## src/hdl/tlrf_pkg.sv

```systemverilog
// shared types, constants and helpers of the text line rule filter
package tlrf_pkg;

  localparam int MAX_RULES  = 16;
  localparam int RULE_W     = $clog2(MAX_RULES);
  localparam int NAME_BYTES = 63;
  localparam int NAME_W     = $clog2(NAME_BYTES + 1);
  localparam int ROW_W      = NAME_BYTES * 8;
  localparam int PID_W      = 23;
  localparam int ADDR_W     = 64;
  localparam int IN_DATA_W  = 160;
  localparam int OUT_DATA_W = 8;
  localparam logic [7:0] CHAR_DASH = 8'h2d;

  typedef enum logic [2:0] {
    ACT_LINE   = 3'd0,
    ACT_STAGE  = 3'd1,
    ACT_ADD    = 3'd2,
    ACT_REMOVE = 3'd3,
    ACT_CLEAR  = 3'd4
  } action_e;

  typedef enum logic [1:0] {
    ST_OK        = 2'd0,
    ST_INVERTED  = 2'd1,
    ST_FULL      = 2'd2,
    ST_NOT_FOUND = 2'd3
  } status_e;

  typedef enum logic [0:0] {
    KIND_VERDICT = 1'b0,
    KIND_STATUS  = 1'b1
  } kind_e;

  // sequencer of the execution side
  typedef enum logic [2:0] {
    S_IDLE, S_PREP, S_SCAN, S_REM, S_REM_DONE, S_EMIT
  } back_state_e;

  typedef struct packed {
    action_e            act;
    logic [7:0]         character;
    logic               last;
    logic [PID_W-1:0]   pid;
    logic [ADDR_W-1:0]  rng_lo;
    logic [ADDR_W-1:0]  rng_hi;
  } cmd_t;

  // queue handshake between front and back
  typedef struct packed {
    logic valid;
    logic full;
  } queue_stat_t;

  // {is_hex, value}
  function automatic logic [4:0] hex_digit(input logic [7:0] c);
    logic [4:0] r;
    r = 5'd0;
    if (c >= 8'h30 && c <= 8'h39) r = {1'b1, 4'(c - 8'h30)};
    else if (c >= 8'h61 && c <= 8'h66) r = {1'b1, 4'(c - 8'h57)};
    else if (c >= 8'h41 && c <= 8'h46) r = {1'b1, 4'(c - 8'h37)};
    return r;
  endfunction

endpackage

```

## src/hdl/tlrf_front.sv

```systemverilog
// input side: accepts transfers, decodes the action and queues commands
module tlrf_front (
  input  logic                             clk_i,
  input  logic                             rst_ni,
  input  logic                             in_valid_i,
  output logic                             in_ready_o,
  input  logic [2:0]                       in_action_i,
  input  logic [7:0]                       in_character_i,
  input  logic                             in_last_i,
  input  logic [tlrf_pkg::PID_W-1:0]       in_pid_i,
  input  logic [tlrf_pkg::ADDR_W-1:0]      in_rng_lo_i,
  input  logic [tlrf_pkg::ADDR_W-1:0]      in_rng_hi_i,
  input  logic                             pop_i,
  output tlrf_pkg::cmd_t                   cmd_o,
  output tlrf_pkg::queue_stat_t            stat_o
);

  tlrf_pkg::cmd_t mem_q [2];
  logic           wr_ptr_q, wr_ptr_d, rd_ptr_q, rd_ptr_d;
  logic [1:0]     count_q, count_d;
  logic           known;
  logic           push;
  tlrf_pkg::cmd_t cmd_in;

  always_comb begin
    known = 1'b0;
    unique case (in_action_i)
      tlrf_pkg::ACT_LINE, tlrf_pkg::ACT_STAGE, tlrf_pkg::ACT_ADD,
      tlrf_pkg::ACT_REMOVE, tlrf_pkg::ACT_CLEAR: known = 1'b1;
      default: known = 1'b0;
    endcase
  end

  assign in_ready_o = (count_q != 2'd2);
  // unknown actions are taken and dropped
  assign push       = in_valid_i && in_ready_o && known;

  assign cmd_in.act       = tlrf_pkg::action_e'(in_action_i);
  assign cmd_in.character = in_character_i;
  assign cmd_in.last      = in_last_i;
  assign cmd_in.pid       = in_pid_i;
  assign cmd_in.rng_lo    = in_rng_lo_i;
  assign cmd_in.rng_hi    = in_rng_hi_i;

  always_comb begin
    wr_ptr_d = push ? ~wr_ptr_q : wr_ptr_q;
    rd_ptr_d = pop_i ? ~rd_ptr_q : rd_ptr_q;
    count_d  = count_q + 2'(push) - 2'(pop_i);
  end

  always_ff @(posedge clk_i or negedge rst_ni) begin
    if (!rst_ni) begin
      wr_ptr_q <= 1'b0;
      rd_ptr_q <= 1'b0;
      count_q  <= 2'd0;
    end else begin
      wr_ptr_q <= wr_ptr_d;
      rd_ptr_q <= rd_ptr_d;
      count_q  <= count_d;
    end
  end

  always_ff @(posedge clk_i) begin
    if (push) begin
      mem_q[wr_ptr_q] <= cmd_in;
    end
  end

  assign cmd_o        = mem_q[rd_ptr_q];
  assign stat_o.valid = (count_q != 2'd0);
  assign stat_o.full  = (count_q == 2'd2);

endmodule

```

## config.mk

```make
export PLATFORM = sky130hd
export DESIGN_NAME = tlrf_front
export DESIGN_NICKNAME = d
export VERILOG_FILES = /design/src/hdl/tlrf_pkg.sv /design/src/hdl/tlrf_front.sv
export SDC_FILE = /design/constraint.sdc
export NUM_CORES = 1
export LEC_CHECK = 0
export BUFFER_PORTS_ARGS = -buffer_cell sky130_fd_sc_hd__buf_2
export CORE_ASPECT_RATIO = 0.9
export CORE_UTILIZATION = 52
export CTS_CLUSTER_DIAMETER = 60
export CTS_CLUSTER_SIZE = 30
export DETAILED_ROUTE_END_ITERATION = 12
export GPL_ROUTABILITY_DRIVEN = 0
export GPL_TIMING_DRIVEN = 0
export PLACE_DENSITY = 0.86
export SLEW_MARGIN = 0
export SYNTH_ARGS = -nofsm -noshare
export SYNTH_HDL_FRONTEND = slang
export SYNTH_SLANG_ARGS = --single-unit
```

## constraint.sdc

```tcl
create_clock -name clk_i -period 10.4 [get_ports clk_i]
set_clock_uncertainty 0.2 [all_clocks]
set_input_delay 0.52 -clock clk_i [delete_from_list [all_inputs] [get_ports clk_i]]
set_output_delay 0.52 -clock clk_i [all_outputs]
set_load 0.03 [all_outputs]
```

-- Yosys cells after proc, flatten, opt, wreduce, memory -nomap -nowiden
Memory sizes are Yosys's and may differ from the RTL's.
Index checks and enable logic that the tools add are counted.
- ROM bits: 0
- bits of input ports: 167
- word-level logic and storage cells: 22
- memories: 1
- output and inout bits: 166
- bits in writable memories: 326
- register bits after elaboration: 4
- latch bits: 0
- $mul: 0
- eq/ne operators: 6
- $lt $le $gt $ge: 0
- add/sub/neg operators: 2
- divide/modulo/power cells: 0
- reduce and logical (&&, ||, !) cells: 5
- bitwise logic cells: 2
- multiplexer cells: 3
- shifts and indexed selects: 0
- memories (name ; words ; bits a word ; read ports ; clocked after memory_dff ; wr ports ; RTL line ; RTL):
    mem_q ; 2 ; 163 ; 1 ; 0 ; 1 ; tlrf_front.sv:18 ; tlrf_pkg::cmd_t mem_q [2];
- operator list (cell ; number):
    $eq A3 B2 Y1 const B ; 2
    $reduce_or A5 Y1 ; 1
    $eq A3 B1 Y1 const B ; 1
    $eq A3 B3 Y1 const B ; 1
    $logic_not A3 Y1 ; 1
    $mux W1 ; 3
    $add A2 B1 Y2 ; 1
    $eq A2 B2 Y1 const B ; 1
    $logic_and A1 B1 Y1 ; 2
    $ne A2 B2 Y1 const B ; 1
    $not A1 Y1 ; 2
    $reduce_bool A2 Y1 ; 1
    $sub A2 B1 Y2 ; 1

-- Depth between registers and ports, before layout
- word-level depth: 6
- depth in mapped cells: 7
- depth with buffers taken out: 7

-- Least setup slack after synthesis
OpenSTA, ideal clock, no wires.
- path kind: register to register
- start point: register count_q[1]
- end point: memory mem_q[0][0] (netlist bit), enable pin
- required time: 9.511 ns
- setup slack: 1.828 ns
- period minus slack after synthesis: 8.572 ns
- path buffers: 0
- library setup time: 0.689 ns
- arrival time: 7.683 ns
- stages on the path, launching flop included: 4
- cell sequence: dfrtp_1 nand2b_1 nand3_1 nor2_1
- word-level cells in the longest chain between the ends: 5
- RTL lines (item ; RTL line ; RTL):
    start: declaration ; tlrf_front.sv:20 ; logic [1:0] count_q, count_d;
    start signal: assignment ; tlrf_front.sv:59 ; count_q <= count_d;
    $ne A2 B2 Y1 ; tlrf_front.sv:34 ; assign in_ready_o = (count_q != 2'd2);
    named net in_ready_o ; tlrf_front.sv:6 ; output logic in_ready_o,
    $logic_and A1 B1 Y1 (2 in a row) ; tlrf_front.sv:36 ; assign push = in_valid_i && in_ready_o && known;
    $mux W1 ; tlrf_front.sv:64 ; if (push) begin
    $mux W1 (not written as such) ; tlrf_front.sv:65 ; mem_q[wr_ptr_q] <= cmd_in;
    end: declaration ; tlrf_front.sv:18 ;
The timed path passes the listed nets, and every way through them passes these cells.

-- Worst setup path in the final report
- start point: input port in_action_i[0]
- end point: memory mem_q[1][76] (netlist bit), enable pin
- word-level cells in the longest chain between the ends: 6
- elaborated cells on any way between the ends: 10
- those cells by class: 4 x eq/ne; 3 x mux; 3 x reduce/logical
- RTL lines (item ; RTL line ; RTL):
    start: declaration ; tlrf_front.sv:7 ; input logic [2:0] in_action_i,
    $eq A3 B1 Y1 (tied with other cells) ; tlrf_front.sv:27 ; unique case (in_action_i)
    $reduce_or A5 Y1 * ; tlrf_front.sv:27 ;
    $mux W1 * ; tlrf_front.sv:27 ;
    $logic_and A1 B1 Y1 * ; tlrf_front.sv:36 ;
    $mux W1 * ; tlrf_front.sv:64 ;
    $mux W1 (not written as such) * ; tlrf_front.sv:65 ;
Every way passes the cells marked *; elsewhere a longest branch is shown, timed or not.

==> flow_summary.ini <==
[route]
final_antenna_net_count = 0
routedWlPerCell_um = 21.1
drc_errors = 0
first_pass_iters = 7
drt_first_iter_violations = 468
dr_total_vias = 6972
routed_wl_um = 28900
avgViaCountPerCell = 5.08

[finish]
layout_common_cells = buf_2 (332), edfxtp_1 (326), dlygate4sd3_1 (164), mux2_2 (163), clkbuf_16 (23)
n_antenna_cell = 0
drive_gt1_share_pct = 52.8
final_util_pct = 74.5
syn_to_final_growth_pct = 39.9
layout_commonest_cell = buf_2
n_fill_cell = 1206
multi_input_area_um2 = 1940
seqCellArea_um2 = 9890
nNetsFinal = 1227

[synth]
synth-seq-cells = 330
yosys.area.top_type = edfxtp_1
synthesis.area_um2 = 12100
avgSynthCellArea_um2 = 22.9
synth_top_area_share_pct = 81.2
synth_nets = 695
yosys-top-cells-area = edfxtp_1 (81%), mux2_2 (15%), clkbuf_8 (1.4%), dfrtp_1 (0.83%), buf_6 (0.56%)
synthCells = 526
yosysSeqAreaShare_pct = 82.0
yosys_warnings = 0
synth_cell_types = 14

[global_route]
antenna_found_initial = 0
grt_pass1_vias = 7795
grt_overflow = 0
grt_max_degree = 36
grt_pass1_wl_um = 43000
grt_util_all_layers_pct = 24.1

[power_and_ir_drop]
power_density_nw_per_um2 = 261
max-vdd-ir-drop_mv = 0.225
p_leak_uw = 0.00636

[setup_path]
r2r_start = count_q[1]
rr_worst_depth = 6
endpoint_kind = register
cp.required_ns = 10.43
crit_arrival_ns = 2.88
r2r_end = mem_q[1][76]
critPathLaunchType = input port
r2r_slack_ns = 7.88
path_class = input port to register
crit_fanout = 34

[clock_network]
h-tree-depth = 1
post_cts_buffers = 0
cts_inserted_buffers = 23
clock_latency_ns = 0.53
clk_pin_slew_ns = 0.09
cts_tree = built
ctsResizeCount = 0
hold_buffers = 164
cts_sinks = 330
cts_buffer_depth = 3
cts-root-buf = clkbuf_16

[hold_path]
hp-start = in_action_i[2]
min_path_cells = 1
holdPathEnd = mem_q[0][162]
hold_class = input port to register

[floorplan]
die_w_um = 163
die_height_um = 146
core_um2 = 22600
dieArea_um2 = 23800
ios = 333
initial_core_util_pct = 53.3
core.rowCount = 52

[timing]
hold_viol = 0
rsz0062_at_grt = no
finalCritPeriodShare_pct = 27.4
slew_violations = 0
worst_hold_slack_ns = 0.0378
fmax_mhz = 351
relSlewSlack_pct = 64.3
min_period_ns = 2.85
final-setup-viol-count = 0
tightestPinTransition_ns = 0.534

[placed_design]
port_buffers = 332
dp_hpwl_um = 16400

[run_status]
outcome = complete, no violations

[job]
cap_violations = 0
-- critical path: stages --
cell and delay (ns):
dlygate4sd3_1 0.54, buf_2 0.14, o21ai_0 0.19, nand3_1 0.30
nor2_4 0.52, buf_16 0.24, buf_16 0.18, buf_12 0.22
-- area by class of cell --
cell class,instances,share of cell area (%)
tap,297,2.20
inverter,3,0.0668
multi-input combinational,175,11.5
clock inverter,19,1.81
timing repair buffer,507,21.0
clock buffer,23,3.41
buffer,18,1.38
sequential,330,58.6
-- flip-flops by register name, indices dropped and copies added (netlist names) --
signal / flops
wr_ptr_q: 1
mem_q: 326
count_q: 2
rd_ptr_q: 1
-- cells in the mapped netlist --
library cell,n
edfxtp_1,326
mux2_2,163
clkbuf_8,12
buf_6,6
dfrtp_1,4
inv_1,3
xnor2_1,3
ha_1,2
nor2_1,2
nand2b_1,1
nand3_1,1
o21ai_0,1
or2_2,1
xor2_1,1
-- routing by layer --
layer / part of all wire [%] / routed length [um] / vias up / GRT usage (%)
met4: 2.8 / 817 / 0 / 7.36
met3: 7.1 / 2060 / 49 / 4.80
met2: 54 / 15600 / 353 / 45.5
li1: - / - / 3160 / -
met5: 0 / 0 / - / 0
met1: 36 / 10400 / 3410 / 27.0
-- power breakdown --
group          internal, uW  switching (uW)
sequential             1690            55.6
clock                   468             546
combinational           623            1020
total                  2780            1620
-- stage by stage --
step / instances / total power (uW) / area [um^2] / setup TNS (ns) / worst slack, ns
after floorplan: 526 / 2940 / 12100 / 0 / 1.83
after global placement: 1155 / 3360 / 14100 / -575.82 / -1.79
after detailed placement: 1166 / 3350 / 14300 / 0 / 7.61
after CTS: 1372 / 4400 / 16900 / 0 / 7.59
after global routing: 1372 / 4560 / 16900 / 0 / 7.42
final: 1372 / 4410 / 16900 / 0 / 7.55
-- worst max path at each step --
stage,endpoint,startpoint,depth (start not counted)
floorplan,mem_q[0][0],count_q[1],3
global placement,mem_q[1][79],in_action_i[1],4
CTS,mem_q[1][14],in_action_i[1],8
detailed placement,mem_q[1][81],in_action_i[1],7
global route,mem_q[1][22],in_action_i[0],8
finish,mem_q[1][76],in_action_i[0],8
-- kinds of logic after synthesis --
kind of cell	Yosys count	synth area share [%]
compound gates	1	0.0415
xor+xnor	4	0.291
fa+ha+maj	2	0.207
buf+inv	21	2.02
flops	330	82.0
mux	163	15.2
simple gates	5	0.208
(Power assumes the default switching activity.)
